--- config.mk ---
export PLATFORM = sky130hd
export DESIGN_NAME = mask_selected_uleb128_field_packer_flat
export DESIGN_NICKNAME = d
export VERILOG_FILES = /design/src/msufp_pkg.sv /design/src/msufp_item_if.sv /design/src/msufp_byte_if.sv /design/src/mask_selected_uleb128_field_packer.sv /design/src/flat_wrapper.sv
export SDC_FILE = /design/constraint.sdc
export NUM_CORES = 1
export LEC_CHECK = 0
export ABC_AREA = 1
export BUFFER_PORTS_ARGS = -buffer_cell sky130_fd_sc_hd__buf_2
export CORE_ASPECT_RATIO = 0.8
export CORE_MARGIN = 1.5
export CORE_UTILIZATION = 45
export DETAILED_ROUTE_END_ITERATION = 10
export PLACE_DENSITY = 0.7
export SLEW_MARGIN = 20
export SYNTH_ARGS = -nofsm -noshare
export SYNTH_HDL_FRONTEND = slang
export SYNTH_SLANG_ARGS = --single-unit
--- constraint.sdc ---
create_clock -name clk -period 9.5 [get_ports clk]
set_clock_uncertainty 0.1 [all_clocks]
set_input_delay 0.475 -clock clk [delete_from_list [all_inputs] [get_ports clk]]
set_output_delay 0.475 -clock clk [all_outputs]
set_load 0.02 [all_outputs]
--- src/msufp_pkg.sv ---
package msufp_pkg;

	localparam int unsigned MASK_W    = 8;
	localparam int unsigned CUR_W     = 16;
	localparam int unsigned WIDE_W    = 32;
	localparam int unsigned BYTE_W    = 8;
	localparam int unsigned GROUP_W   = 7;
	localparam int unsigned NUM_FIELDS = 6;

	localparam logic [GROUP_W-1:0] GROUP_MASK = 7'h7f;
	localparam logic [BYTE_W-1:0]  MORE_FLAG  = 8'h80;

	typedef enum logic {
		ST_IDLE,
		ST_EMIT
	} state_t;

endpackage

--- src/msufp_item_if.sv ---
interface msufp_item_if;
	logic                                 valid;
	logic                                 ready;
	logic [msufp_pkg::MASK_W-1:0]         present_mask;
	logic [msufp_pkg::CUR_W-1:0]          current_phase1;
	logic [msufp_pkg::CUR_W-1:0]          current_phase2;
	logic [msufp_pkg::CUR_W-1:0]          current_phase3;
	logic [msufp_pkg::WIDE_W-1:0]         active_power;
	logic [msufp_pkg::WIDE_W-1:0]         energy_tariff_one;
	logic [msufp_pkg::WIDE_W-1:0]         energy_tariff_two;

	modport source (
		output valid, present_mask, current_phase1, current_phase2, current_phase3,
		output active_power, energy_tariff_one, energy_tariff_two,
		input  ready
	);
	modport sink (
		input  valid, present_mask, current_phase1, current_phase2, current_phase3,
		input  active_power, energy_tariff_one, energy_tariff_two,
		output ready
	);
endinterface

--- src/msufp_byte_if.sv ---
interface msufp_byte_if;
	logic                         valid;
	logic                         ready;
	logic [msufp_pkg::BYTE_W-1:0] out_byte;
	logic                         last_byte;

	modport source (output valid, out_byte, last_byte, input ready);
	modport sink   (input valid, out_byte, last_byte, output ready);
endinterface

--- src/mask_selected_uleb128_field_packer.sv ---
// Mask-selected unsigned LEB128 field packer.
//
// item (sink): one transfer carries present_mask and six meter readings.
// stream (source): one transfer per encoded byte, out_byte plus last_byte,
// last_byte high on the final byte of the message.
// The message is the mask as unsigned LEB128, then every reading whose mask
// bit 0 to 5 is set, in field order, each as unsigned LEB128.
//
// The item transfer moves the sequencer to ST_EMIT; from there the first
// byte is loaded into the byte register. One shared 7-bit shift-and-test
// step produces one byte per cycle while the receiver takes them, so a
// message is N bytes (1 to 26); item.ready is high only between messages,
// so a new item waits until the final byte is in the byte register.
//
// The byte register parts the two sides: when the receiver stalls, the
// byte waits in it and the encoder holds until it is taken.
// Reset clears the sequencer and the byte valid; no message is pending.
module mask_selected_uleb128_field_packer (
	input  logic           clk,
	input  logic           arst_n,
	msufp_item_if.sink     item,
	msufp_byte_if.source   stream
);

	msufp_pkg::state_t                   state_q, state_d;
	logic [msufp_pkg::NUM_FIELDS-1:0]    rem_q, rem_d;
	logic [msufp_pkg::WIDE_W-1:0]        value_q, value_d;
	logic [msufp_pkg::CUR_W-1:0]         cur1_q, cur2_q, cur3_q;
	logic [msufp_pkg::WIDE_W-1:0]        pwr_q, en1_q, en2_q;
	logic                                out_valid_q, out_valid_d;
	logic [msufp_pkg::BYTE_W-1:0]        out_byte_q;
	logic                                out_last_q;

	logic                                accept;
	logic                                load_out;
	logic [msufp_pkg::WIDE_W-1:0]        rest;
	logic                                more;
	logic [msufp_pkg::BYTE_W-1:0]        byte_d;
	logic                                last_d;
	logic [msufp_pkg::WIDE_W-1:0]        next_val;

	assign item.ready       = (state_q == msufp_pkg::ST_IDLE);
	assign accept           = item.valid && item.ready;
	assign stream.valid     = out_valid_q;
	assign stream.out_byte  = out_byte_q;
	assign stream.last_byte = out_last_q;

	// shared step: one 7-bit group off the current value
	assign load_out = (state_q == msufp_pkg::ST_EMIT) && (!out_valid_q || stream.ready);
	assign rest     = value_q >> msufp_pkg::GROUP_W;
	assign more     = |rest;
	assign byte_d   = (more ? msufp_pkg::MORE_FLAG : '0)
			| {1'b0, value_q[msufp_pkg::GROUP_W-1:0] & msufp_pkg::GROUP_MASK};
	assign last_d   = !more && (rem_q == '0);

	// lowest selected field still to send
	always_comb begin
		priority if (rem_q[0]) begin
			next_val = {{(msufp_pkg::WIDE_W-msufp_pkg::CUR_W){1'b0}}, cur1_q};
		end else if (rem_q[1]) begin
			next_val = {{(msufp_pkg::WIDE_W-msufp_pkg::CUR_W){1'b0}}, cur2_q};
		end else if (rem_q[2]) begin
			next_val = {{(msufp_pkg::WIDE_W-msufp_pkg::CUR_W){1'b0}}, cur3_q};
		end else if (rem_q[3]) begin
			next_val = pwr_q;
		end else if (rem_q[4]) begin
			next_val = en1_q;
		end else begin
			next_val = en2_q;
		end
	end

	always_comb begin
		state_d     = state_q;
		rem_d       = rem_q;
		value_d     = value_q;
		out_valid_d = out_valid_q;
		if (stream.ready) begin
			out_valid_d = 1'b0;
		end
		unique case (state_q)
			msufp_pkg::ST_IDLE: begin
				if (accept) begin
					state_d = msufp_pkg::ST_EMIT;
					rem_d   = item.present_mask[msufp_pkg::NUM_FIELDS-1:0];
					value_d = {{(msufp_pkg::WIDE_W-msufp_pkg::MASK_W){1'b0}},
						item.present_mask};
				end
			end
			msufp_pkg::ST_EMIT: begin
				if (load_out) begin
					out_valid_d = 1'b1;
					if (more) begin
						value_d = rest;
					end else if (rem_q != '0) begin
						value_d = next_val;
						rem_d   = rem_q & (rem_q - 1'b1);
					end else begin
						state_d = msufp_pkg::ST_IDLE;
					end
				end
			end
			default: begin
				state_d = msufp_pkg::ST_IDLE;
			end
		endcase
	end

	always_ff @(posedge clk or negedge arst_n) begin
		if (!arst_n) begin
			state_q     <= msufp_pkg::ST_IDLE;
			rem_q       <= '0;
			out_valid_q <= 1'b0;
		end else begin
			state_q     <= state_d;
			rem_q       <= rem_d;
			out_valid_q <= out_valid_d;
		end
	end

	always_ff @(posedge clk) begin
		value_q <= value_d;
		if (accept) begin
			cur1_q <= item.current_phase1;
			cur2_q <= item.current_phase2;
			cur3_q <= item.current_phase3;
			pwr_q  <= item.active_power;
			en1_q  <= item.energy_tariff_one;
			en2_q  <= item.energy_tariff_two;
		end
		if (load_out) begin
			out_byte_q <= byte_d;
			out_last_q <= last_d;
		end
	end

	a_accept_starts: assert property (@(posedge clk) disable iff (!arst_n)
		accept |=> (state_q == msufp_pkg::ST_EMIT))
		else $error("item transfer did not start a message");

	a_last_no_more: assert property (@(posedge clk) disable iff (!arst_n)
		(out_valid_q && out_last_q) |-> !out_byte_q[msufp_pkg::BYTE_W-1])
		else $error("final byte carries the continuation bit");

	a_idle_clear: assert property (@(posedge clk) disable iff (!arst_n)
		(state_q == msufp_pkg::ST_IDLE) |-> (rem_q == '0))
		else $error("fields left unsent at end of message");

	a_last_ends: assert property (@(posedge clk) disable iff (!arst_n)
		(load_out && last_d) |=> (state_q == msufp_pkg::ST_IDLE))
		else $error("sequencer kept running after the final byte");

endmodule
--- src/flat_wrapper.sv ---
// flat-port wrapper written by rule: the top's interface ports become plain ports
module mask_selected_uleb128_field_packer_flat 
  (clk, arst_n, item_valid, item_present_mask, item_current_phase1, item_current_phase2, item_current_phase3, item_active_power, item_energy_tariff_one, item_energy_tariff_two, item_ready, stream_valid, stream_out_byte, stream_last_byte, stream_ready);
  msufp_item_if item_i ();
  msufp_byte_if stream_i ();
  input  logic clk;
  input  logic arst_n;
  input wire logic [$bits(item_i.valid)-1:0] item_valid;
  input wire logic [$bits(item_i.present_mask)-1:0] item_present_mask;
  input wire logic [$bits(item_i.current_phase1)-1:0] item_current_phase1;
  input wire logic [$bits(item_i.current_phase2)-1:0] item_current_phase2;
  input wire logic [$bits(item_i.current_phase3)-1:0] item_current_phase3;
  input wire logic [$bits(item_i.active_power)-1:0] item_active_power;
  input wire logic [$bits(item_i.energy_tariff_one)-1:0] item_energy_tariff_one;
  input wire logic [$bits(item_i.energy_tariff_two)-1:0] item_energy_tariff_two;
  output wire logic [$bits(item_i.ready)-1:0] item_ready;
  output wire logic [$bits(stream_i.valid)-1:0] stream_valid;
  output wire logic [$bits(stream_i.out_byte)-1:0] stream_out_byte;
  output wire logic [$bits(stream_i.last_byte)-1:0] stream_last_byte;
  input wire logic [$bits(stream_i.ready)-1:0] stream_ready;
  assign item_i.valid = item_valid;
  assign item_i.present_mask = item_present_mask;
  assign item_i.current_phase1 = item_current_phase1;
  assign item_i.current_phase2 = item_current_phase2;
  assign item_i.current_phase3 = item_current_phase3;
  assign item_i.active_power = item_active_power;
  assign item_i.energy_tariff_one = item_energy_tariff_one;
  assign item_i.energy_tariff_two = item_energy_tariff_two;
  assign item_ready = item_i.ready;
  assign stream_valid = stream_i.valid;
  assign stream_out_byte = stream_i.out_byte;
  assign stream_last_byte = stream_i.last_byte;
  assign stream_i.ready = stream_ready;
  mask_selected_uleb128_field_packer u_core (.clk(clk), .arst_n(arst_n), .item(item_i), .stream(stream_i));
endmodule
---- Word level (Yosys, flattened, before mapping) ----
Cells that the tools add are included.
word-level totals
  bits in registers ....................... 193
  input port bits ......................... 156
  output and inout port bits .............. 11
  logic and storage cells ................. 56
operators by class
  add/subtract/negate cells ............... 1
  equal/unequal tests ..................... 5
  muxes and demuxes ....................... 24
  bitwise operators ....................... 3
  reduce and logical (&&, ||, !) cells .... 11
operators with widths
  kind                                              count
  2-to-1 mux 32 bit                                 9
  case mux 32 bit (2 select lines)                  1
  OR reduction 25 bit                               1
  2-to-1 mux 6 bit                                  4
  case mux 6 bit (2 select lines)                   1
  2-to-1 mux 8 bit                                  1
  != test 2 bit, second input constant              4
  bitwise OR 8 x 7 -> 8 bit                         1
  2-to-1 mux 1 bit                                  7
  bitwise AND 6 bit                                 1
  logical NOT 6 bit                                 1
  nonzero test 6 bit                                1
  subtractor 6 x 1 -> 6 bit, second input constant  1
  AND reduction 4 bit                               1
  logical AND 1 bit                                 3
  != test 3 bit, second input constant              1
  AND reduction 3 bit                               1
  logical NOT 1 bit                                 2
  case mux 1 bit (2 select lines)                   1
  logical OR 1 bit                                  1
  NOT 1 bit                                         1

---- Depth between registers and ports, before layout ----
Gate-level depths: netlist of the first run.
  word-level depth ........................ 9
  mapped depth ............................ 11

---- Least setup slack after synthesis of the first run ----
Ideal clock, no wire load.
  path kind ............................... in2reg
  start ................................... input item_valid
  end ..................................... register u_core.value_q[0] (netlist name), enable pin
  library setup time ...................... 466 ps
  arrival ................................. 9413 ps
  setup slack ............................. -479 ps
  stages on the path ...................... 4
  path buffers ............................ 0
  cells stage by stage .................... inv_1 > nor2_1 > inv_1 > o21ai_0
between the ends
  longest elaborated chain between the ends .. 3
RTL lines
  element                        line                                       source
  from (decl)                    flat_wrapper.sv:8                          input wire logic [$bits(item_i.valid)-1:0] item_valid;
  logical AND 1 bit              mask_selected_uleb128_field_packer.sv:43   assign accept = item.valid && item.ready;
  net u_core.accept              mask_selected_uleb128_field_packer.sv:34   logic accept;
  != test 2 bit (no line)        n/a
  AND reduction 3 bit (no line)  n/a
  to (signal assigned)           mask_selected_uleb128_field_packer.sv:122  value_q <= value_d;
  to (decl)                      mask_selected_uleb128_field_packer.sv:27   logic [msufp_pkg::WIDE_W-1:0] value_q, value_d;
The timed path passes the listed nets, and every way through them passes these cells.
A chain may end at the register's enable or synchronous reset.

---- Final worst setup path of the first run ----
  start ................................... register u_core.state_q
  end ..................................... register u_core.value_q[12] (netlist name), enable pin
between the ends
  elaborated cells between the ends (all ways) .. 7
  those cells by class .................... eq/ne: 3; bitwise: 1; reduce/logical: 3
RTL lines
  element                        line                                       source
  from (decl)                    mask_selected_uleb128_field_packer.sv:25   msufp_pkg::state_t state_q, state_d;
  from (signal assigned)         mask_selected_uleb128_field_packer.sv:111  state_q <= msufp_pkg::ST_IDLE;
  from (signal assigned)         mask_selected_uleb128_field_packer.sv:115  state_q <= state_d;
  logical AND 1 bit              mask_selected_uleb128_field_packer.sv:49   assign load_out = (state_q == msufp_pkg::ST_EMIT) && (!out_valid_q || stream.ready);
  net u_core.load_out            mask_selected_uleb128_field_packer.sv:35   logic load_out;
  != test 2 bit (no line)        n/a
  AND reduction 3 bit (no line)  n/a
The timed path passes the listed nets, and every way through them passes these cells.

==> flow_summary.ini, run 1 <==
[run]
maxCapViolations = 0

[placement]
hpwl_mm = 12.3
place_inst = 1017
io_buffers = 166
gp_congestion = 0.845

[final_layout]
fin_cells = 1051
final_nets = 973
drive_gt1_share_pct = 27.1
multiInputGateArea_mm2 = 0.00175
final-seq-area_mm2 = 0.00576
syn_to_final_growth_pct = 20.3
fill_cells = 1422

[logic_synthesis]
yosys.area.top_type_share_pct = 70.8
synth_cell_type_count = 29
synth_edf_count = 185
synth_ff_type = edfxtp_1
synth_area_mm2 = 0.00785
yosys_warnings = 0
avgSynthCellArea_um2 = 12.0
yosys.area.top_type = edfxtp_1
synth_seq_area_share_pct = 73.4
synthArstFlopShare_pct = 4.15
synth_cells = 654
ys_seq_elements = 193
synth_fp_nets = 810
synth_area_leaders = edfxtp_1, nand2_1, nand3_1

[detailed_routing]
ant_nets = 0
dr.pass1.iters = 5
vias = 5424
vias_per_cell = 5.16
drt_iter0_markers = 497
wl_per_cell_um = 17.4
wl_mm = 18.3
drc = 0

[cts]
cts_resized = 0
h-tree-depth = 4
root_buffer = clkbuf_16
cts_buffer_depth = 2
cts.sinks = 193
cts_buffers = 17
cts_tree = built
clk_latency_ns = 0.44
clk_pin_slew_ns = 0.08

[critical_path]
path_buf_inv = 3
worstPathCellList = inv_1 -> nor2_1 -> inv_1 -> o21ai_2 -> buf_4
cp.required_ns = 9.48
crit_fanout = 32
crit_path_start_kind = flop
cp_top_family = flip-flops
criticalPathCategory = reg2reg
endpoint_kind = flop
r2r_start = u_core.state_q$_DFF_PN0_
path_common_cell = inv_1
crit_start = u_core.state_q$_DFF_PN0_
cpMaxStageDelayCell = dfrtp_1
slowest_delay_ns = 0.78
cp.arrival_ns = 2.80

[timing]
clock.fmax_mhz = 356
hold_violations = 0
rsz0062_at_grt = no
finalCritPeriodShare_pct = 29.6
relSlewSlack_pct = 34.2
finalCriticalPeriod_ns = 2.81
finalSetupViolations = 0
worst_slew_pin_slew_ns = 0.986
finalSetupTns_ns = 0
drv_slew = 0

[pwr]
ir_drop_v = 0.000120
p_leak_nw = 3.88
power_density_mw_per_mm2 = 182

[floorplan]
dieArea_mm2 = 0.0182
die-height_um = 121
start_util_pct = 46.7
fp.coreArea_mm2 = 0.0168
num_io_pins = 167
die_w_um = 151
rows = 42

[global_routing]
grt_overflow = 0
grt_pass1_wl_mm = 28.0
grt_use_total_pct = 21.0
grt_pass1_vias = 5207
antenna_found_initial = 1
grt_max_degree = 91

[status]
status = finished, final reports clean

[worst_hold_path]
hold_class = in2reg
hold_start = item_energy_tariff_one[25]
## through the flow
stage	instance area (um^2)	setup WS [ns]	hold slack, ns	power [mW]	utilization [%]
floorplan	7850	2.57	0.0794	0.977	-
global placement	8840	6.62	0.242	1.02	52.6
detailed placement	8840	6.57	0.240	1.02	52.6
CTS	9440	6.56	0.0917	1.73	56.1
global route	9440	6.41	0.0853	1.77	56.2
finish	9440	6.69	0.108	1.72	56.2
## cells in the final DEF (no fill, tap or decap), drive strengths merged
cell type	n
nor3	1
buf	172
o21bai	1
a21oi	44
nand4	6
clkbuf	18
nand3	64
bufinv	2
diode	1
or2	5
inv	56
o211ai	5
dlygate4sd3	1
o22ai	5
dfrtp	8
nand2	160
o21ai	25
nand3b	1
o31ai	1
clkinvlp	1
clkinv	5
edfxtp	185
a22oi	2
nor2	62
## cell usage after synthesis (2+ instances only)
cell,count
dfrtp_1,8
buf_2,14
o21ai_0,19
o22ai_1,5
nand3_1,64
nand2_1,158
o21ai_2,6
nand2_2,2
a21oi_2,2
inv_1,47
nand4_1,6
or2_2,4
inv_2,3
buf_6,2
clkbuf_1,6
nor2_4,3
a21oi_1,42
edfxtp_1,185
o211ai_1,5
a22oi_1,2
buf_4,6
nor2_1,58
## timing repair
item | CTS | global route
buffers inserted | 0 | 0
hold endpoints to repair | 8 | 0
hold buffers | 1 | 0
## logic make-up after synthesis
group	count (synthesis)	synth area share, %
flops	193	73.4
simple gates	299	16.1
compound gates	83	6.04
buf+inv	79	4.48
## sequential cells by signal, summed over array words and instances, names as in the netlist
signal / count
u_core.cur1_q: 16
u_core.rem_q: 6
u_core.stream.valid: 1
u_core.cur2_q: 16
u_core.stream.out_byte: 8
u_core.en2_q: 32
u_core.stream.last_byte: 1
u_core.pwr_q: 32
u_core.en1_q: 32
u_core.value_q: 32
u_core.cur3_q: 16
u_core.state_q: 1
## path summary, 6_finish.rpt
check                      cells after the start                             endpoint  slack (ns)
min in group asynchronous                      2          u_core.rem_q[0]$_DFFE_PN0P_        0.32
min reg2reg                                    0  u_core.stream.out_byte[5]$_DFFE_PN_        0.33
min                                            1           u_core.en1_q[25]$_DFFE_PP_        0.11
max in group asynchronous                      2        u_core.stream.valid$_DFF_PN0_        8.78
max reg2reg                                    5     u_core.value_q[12]$_SDFFCE_PN0P_        6.69
max                                            5     u_core.value_q[12]$_SDFFCE_PN0P_        6.69
## worst reg2reg max path: cells and delay by family, from the launching register on
family,cells,cell delay (ns)
AOI/OAI and AO/OA,1,0.17
buffers and inverters,3,0.68
DFF,1,0.78
and+or+nand+nor,1,0.73
## where the power goes
part / total, mW / switching, mW / internal [mW]
Combinational: 0.0546 / 0.0262 / 0.0284
Sequential: 0.945 / 0.00390 / 0.941
Clock: 0.716 / 0.323 / 0.393
Total: 1.72 / 0.353 / 1.36
## layout make-up
| class | instances | share of cell area (%) |
|---|---|---|
| sequential | 193 | 61.0 |
| multi-input combinational | 382 | 18.5 |
| timing repair buffer | 173 | 9.42 |
| clock buffer | 18 | 4.54 |
| tap | 220 | 2.92 |
| inverter | 50 | 1.99 |
| clock inverter | 14 | 1.62 |
| antenna | 1 | 0.0265 |
## routing by layer
layer / global-route usage, % / part of all wire (%)
met4: 7.28 / 1.6
met5: 0 / 0
met3: 5.38 / 8.2
met1: 31.1 / 46
met2: 30.1 / 44
(Power assumes the default switching activity.)
==> run 2: changes to the inputs <==
--- a/config.mk
+++ b/config.mk
@@ -11,7 +11,7 @@
 export CORE_MARGIN = 1.5
 export CORE_UTILIZATION = 45
 export DETAILED_ROUTE_END_ITERATION = 10
-export PLACE_DENSITY = 0.7
+export PLACE_DENSITY = 0.68
 export SLEW_MARGIN = 20
 export SYNTH_ARGS = -nofsm -noshare
 export SYNTH_HDL_FRONTEND = slang
==> constraint.sdc (replaced) <==
create_clock -name clk -period 2.77 [get_ports clk]
set_clock_uncertainty 0.1 [all_clocks]
set_input_delay 0.1385 -clock clk [delete_from_list [all_inputs] [get_ports clk]]
set_output_delay 0.1385 -clock clk [all_outputs]
set_load 0.02 [all_outputs]
==> run 2 against run 1 <==
  * Sequential cell count unchanged
  * First-iteration DRC count down 17%
  * Critical path type unchanged
  * Largest cell class unchanged
  * Sequential share of layout area down 8.8 points
  * Global-route usage up 3.6 points
  * Highest routed layer unchanged
==> flow_summary.ini, run 2 (synthesized netlist as in run 1, its figures left out) <==
[global_routing]
grt_overflow = 0
antenna_found_initial = 0
grt_pass1_wl_mm = 32.7
grt_max_degree = 145
grt_use_total_pct = 24.6
grt_pass1_vias = 6355

[final_layout]
layout_commonest_cell = edfxtp_1
fill_cells = 1260
final_nets = 1137
final-seq-area_mm2 = 0.00576
fin_util_pct = 65.6
antennaDiodeCount = 0
final_area_mm2 = 0.0110
multiInputGateArea_mm2 = 0.00176
syn_to_final_growth_pct = 40.6
fin_cells = 1212
final_cell_mix = edfxtp_1, buf_2, nand2_1, dlygate4sd3_1, nand3_1
drive_gt1_share_pct = 23.4

[timing]
finalSetupViolations = 0
worst_slew_pin_slew_ns = 1.01
hold_violations = 0
relSlewSlack_pct = 32.5
clock.fmax_mhz = 461
rsz0062_at_grt = no
finalCritPeriodShare_pct = 78.4
finalCriticalPeriod_ns = 2.17
drv_slew = 0
whs_ns = 0.0145

[run]
maxCapViolations = 0

[detailed_routing]
vias = 6126
wl_mm = 21.3
dr.pass1.iters = 5
wl_per_cell_um = 17.6
drt_iter0_markers = 414
vias_per_cell = 5.05
ant_nets = 0
drc = 0

[critical_path]
criticalPathCategory = reg2reg
r2r_start = u_core.rem_q[3]$_DFFE_PN0P_
crit_start = u_core.rem_q[3]$_DFFE_PN0P_
endpoint_kind = flop
crit_path_start_kind = flop
reg2regPathDepth = 6
crit_fanout = 32
cp.required_ns = 2.73
cp.arrival_ns = 2.13

[floorplan]
die-height_um = 121
rows = 42
die_w_um = 151
num_io_pins = 167
fp.coreArea_mm2 = 0.0168
start_util_pct = 46.7
dieArea_mm2 = 0.0182

[placement]
gp_congestion = 0.844
dpl-instance-area_mm2 = 0.00895
io_buffers = 166
place_inst = 1028
hpwl_mm = 12.4

[pwr]
ir_drop_v = 0.000443
power_density_mw_per_mm2 = 536
p_leak_nw = 4.55

[cts]
cts.sinks = 193
cts_tree = built
cts_buffers = 17
post-cts-setup-buffer-count = 0
cts_buffer_depth = 2
root_buffer = clkbuf_16
clk_pin_slew_ns = 0.07
h-tree-depth = 4
clk_latency_ns = 0.44

[status]
status = finished, final reports clean

[worst_hold_path]
hold_class = in2async
## run 2: what timing repair did
item / CTS / global route
hold buffers: 154 / 0
hold endpoints to repair: 162 / 0
gates resized for setup: 0 / 0
## run 2: per-stage QoR
stage	TNS, ns	total power, mW	setup slack [ns]
2_1_floorplan	-102.49	3.35	-1.38
3_3_place_gp	0	3.49	0.677
3_5_place_dp	0	3.49	0.617
4_1_cts	0	5.91	0.613
5_1_grt	0	6.08	0.388
6_report	0	5.91	0.599
## run 2: worst paths after layout
kind / end / slack [ns]
worst max register to register: u_core.value_q[15]$_SDFFCE_PN0P_ / 0.60
max in group asynchronous: u_core.state_q$_DFF_PN0_ / 2.36
min in group clk: u_core.value_q[3]$_DFFE_PP_ / 0.02
worst min register to register: u_core.stream.out_byte[3]$_DFFE_PN_ / 0.33
worst max-delay path: u_core.value_q[15]$_SDFFCE_PN0P_ / 0.60
worst min-delay path: u_core.rem_q[5]$_DFFE_PN0P_ / 0.01
## run 2: worst max-delay path: stages (launching register included)
cell,delay (ns)
dfrtp_1,0.46
nor2_1,0.09
nand3_1,0.11
inv_1,0.06
nand2_1,0.08
nor2_1,0.09
o21ai_4,0.78
## run 2: area by class of cell
cell class | instances | area share [%]
sequential | 193 | 52.2
timing repair buffer | 337 | 22.8
multi-input combinational | 382 | 15.9
clock buffer | 18 | 3.89
tap | 220 | 2.50
inverter | 50 | 1.70
clock inverter | 12 | 1.01
## run 2: metal layers
metal  track usage [%]  wire, um  up-vias
met4              8.13       464        0
met1              32.0      8990     2887
met2              40.4     10200      281
met3              6.47      1700       34
li1                  -         -     2924
met5                 0         0        -
## run 2: report_power, final
group	internal [mW]	switching (mW)	leakage [nW]
clock network	1.23	1.07	0.257
logic	0.239	0.128	2.49
registers	3.23	0.0125	1.80
total	4.70	1.21	4.55
==> run 3: changes to the inputs <==
--- a/config.mk
+++ b/config.mk
@@ -11,7 +11,7 @@
 export CORE_MARGIN = 1.5
 export CORE_UTILIZATION = 45
 export DETAILED_ROUTE_END_ITERATION = 10
-export PLACE_DENSITY = 0.68
+export PLACE_DENSITY = 0.7
 export SLEW_MARGIN = 20
 export SYNTH_ARGS = -nofsm -noshare
 export SYNTH_HDL_FRONTEND = slang
==> constraint.sdc (replaced) <==
create_clock -name clk -period 1.9 [get_ports clk]
set_clock_uncertainty 0.1 [all_clocks]
set_input_delay 0.095 -clock clk [delete_from_list [all_inputs] [get_ports clk]]
set_output_delay 0.095 -clock clk [all_outputs]
set_load 0.02 [all_outputs]
==> run 3 against run 2 <==
  * Non-clock buffer count rose by 19
  * Die area did not move
  * Setup slack got worse by 0.51 ns
  * Global-route usage rose by 0.58 points
  * Cell area rose by 2.3%
  * Sequential power rose by 46%
  * Final cell count rose by 1.7%
  * Combinational power rose by 49%
  * Critical path type unchanged
  * Highest routed layer unchanged
==> flow_summary.ini, run 3 (synthesized netlist as in run 1, its figures left out) <==
[worst_hold_path]
hold_class = in2reg

[detailed_routing]
ant_nets = 0
vias_per_cell = 5.04
dr.pass1.iters = 5
wl_mm = 22.0
drc = 0
vias = 6217
wl_per_cell_um = 17.9
drt_iter0_markers = 485

[timing]
relSlewSlack_pct = 67.0
finalCriticalPeriod_ns = 1.81
fin_ws_ns = 0.0913
hold_violations = 0
finalSetupViolations = 0
worst_slew_pin_slew_ns = 0.495
clock.fmax_mhz = 553
drv_slew = 0
finalCritPeriodShare_pct = 95.2
rsz0062_at_grt = no

[global_routing]
use_met1_pct = 33.8
grt_busiest_layer = met2
grtUsageMet3_pct = 5.98
grt_use_total_pct = 25.2
grt_util_met2_pct = 40.7
grt_pass1_vias = 6476
grt_overflow = 0
grt_max_degree = 86
antenna_found_initial = 0
grt_pass1_wl_mm = 33.7

[placement]
gp_congestion = 0.904
hpwl_mm = 13.0
place_ws_ns = 0.0640
io_buffers = 166

[cts]
cts_buffer_depth = 2
clk_latency_ns = 0.43
cts.sinks = 193
clk_pin_slew_ns = 0.07
root_buffer = clkbuf_16
cts_buffers = 17
cts_tree = built
h-tree-depth = 4

[final_layout]
final_cell_mix = edfxtp_1, buf_2, nand2_1, dlygate4sd3_1, nand3_1
final_nets = 1156
layout_commonest_cell = edfxtp_1
syn_to_final_growth_pct = 43.8
drive_gt1_share_pct = 25.4

[floorplan]
rows = 42
fp.coreArea_mm2 = 0.0168
num_io_pins = 167
die_w_um = 151
die-height_um = 121
dieArea_mm2 = 0.0182
start_util_pct = 46.7

[critical_path]
slowest_delay_ns = 0.41
cp.arrival_ns = 1.89
criticalPathCategory = reg2reg
worstPathCellList = inv_1 -> nand2_1 -> nor2_1 -> nand2_1 -> nor2_1 -> nand2_2 -> nor2_4 -> o21ai_4 -> buf_4
cpMaxStageDelayCell = edfxtp_1
cp.required_ns = 1.98
crit_fanout = 8
cp_top_family = simple AND/OR/NAND/NOR gates
endpoint_kind = flop
crit_path_start_kind = flop
path_buf_inv = 2

[pwr]
p_leak_nw = 4.67
power_mw = 8.73
power_density_mw_per_mm2 = 774
ir_drop_v = 0.000558

[status]
status = finished, final reports clean

[run]
maxCapViolations = 0
run 3: where the power goes:
| part | switching (mW) | internal [mW] | total [mW] |
|---|---|---|---|
| Combinational | 0.189 | 0.358 | 0.547 |
| Sequential | 0.0218 | 4.70 | 4.73 |
| Clock | 1.62 | 1.83 | 3.45 |
| Total | 1.83 | 6.89 | 8.73 |
run 3: per-stage QoR:
stage / utilization (%) / setup TNS, ns / hold WS, ns / cells / area, um^2
2_1_floorplan: - / -260.83 / -0.301 / 654 / 7870
3_3_place_gp: 54.0 / 0 / -0.137 / 1040 / 9070
3_5_place_dp: 54.0 / 0 / -0.132 / 1040 / 9070
4_1_cts: 66.6 / 0 / 0.249 / 1227 / 11200
5_1_grt: 67.1 / 0 / 0.255 / 1232 / 11300
6_report: 67.1 / 0 / 0.260 / 1233 / 11300
run 3: layout make-up:
| cell class | instances | area (um^2) |
|---|---|---|
| flip-flops and latches | 193 | 5760 |
| well taps | 220 | 275 |
| fillers | 1229 | 5530 |
| multi-input cells | 382 | 1790 |
| inverters | 50 | 190 |
| clock buffers | 18 | 429 |
| diodes | 1 | 2.50 |
| repair buffers | 356 | 2720 |
| clock inverters | 13 | 126 |
run 3: repair_timing:
action,in CTS,in global routing
hold endpoints to repair,165,0
setup endpoints to repair,0,57
setup buffers,0,5
gates resized for setup,0,12
hold buffers,156,0
run 3: worst paths after layout:
| check | startpoint | to | slack, ns | cells past startpoint |
|---|---|---|---|---|
| setup / recovery | u_core.value_q[23]$_SDFFCE_PN0P_ | u_core.value_q[6]$_DFFE_PP_ | 0.09 | 9 |
| setup reg to reg | u_core.value_q[23]$_SDFFCE_PN0P_ | u_core.value_q[6]$_DFFE_PP_ | 0.09 | 9 |
| hold / removal | item_energy_tariff_one[2] | u_core.en1_q[2]$_DFFE_PP_ | 0.26 | 2 |
| max in group asynchronous | arst_n | u_core.rem_q[3]$_DFFE_PN0P_ | 0.77 | 3 |
| min in group asynchronous | arst_n | u_core.rem_q[0]$_DFFE_PN0P_ | 0.62 | 3 |
| hold reg to reg | u_core.value_q[3]$_DFFE_PP_ | u_core.stream.out_byte[3]$_DFFE_PN_ | 0.32 | 0 |
run 3: layer usage:
layer,part of all wire [%],vias to the layer above,routed length [um]
met5,0,-,0
met4,1.9,0,425
met2,47,287,10400
li1,-,2956,-
met3,8.5,37,1870
met1,42,2937,9330
run 3: worst reg2reg max path, delay by kind of cell (launching register included):
kind / cells / cell delay [ns]
simple gates: 6 / 0.66
flops: 1 / 0.41
buf+inv: 2 / 0.32
compound gates: 1 / 0.08
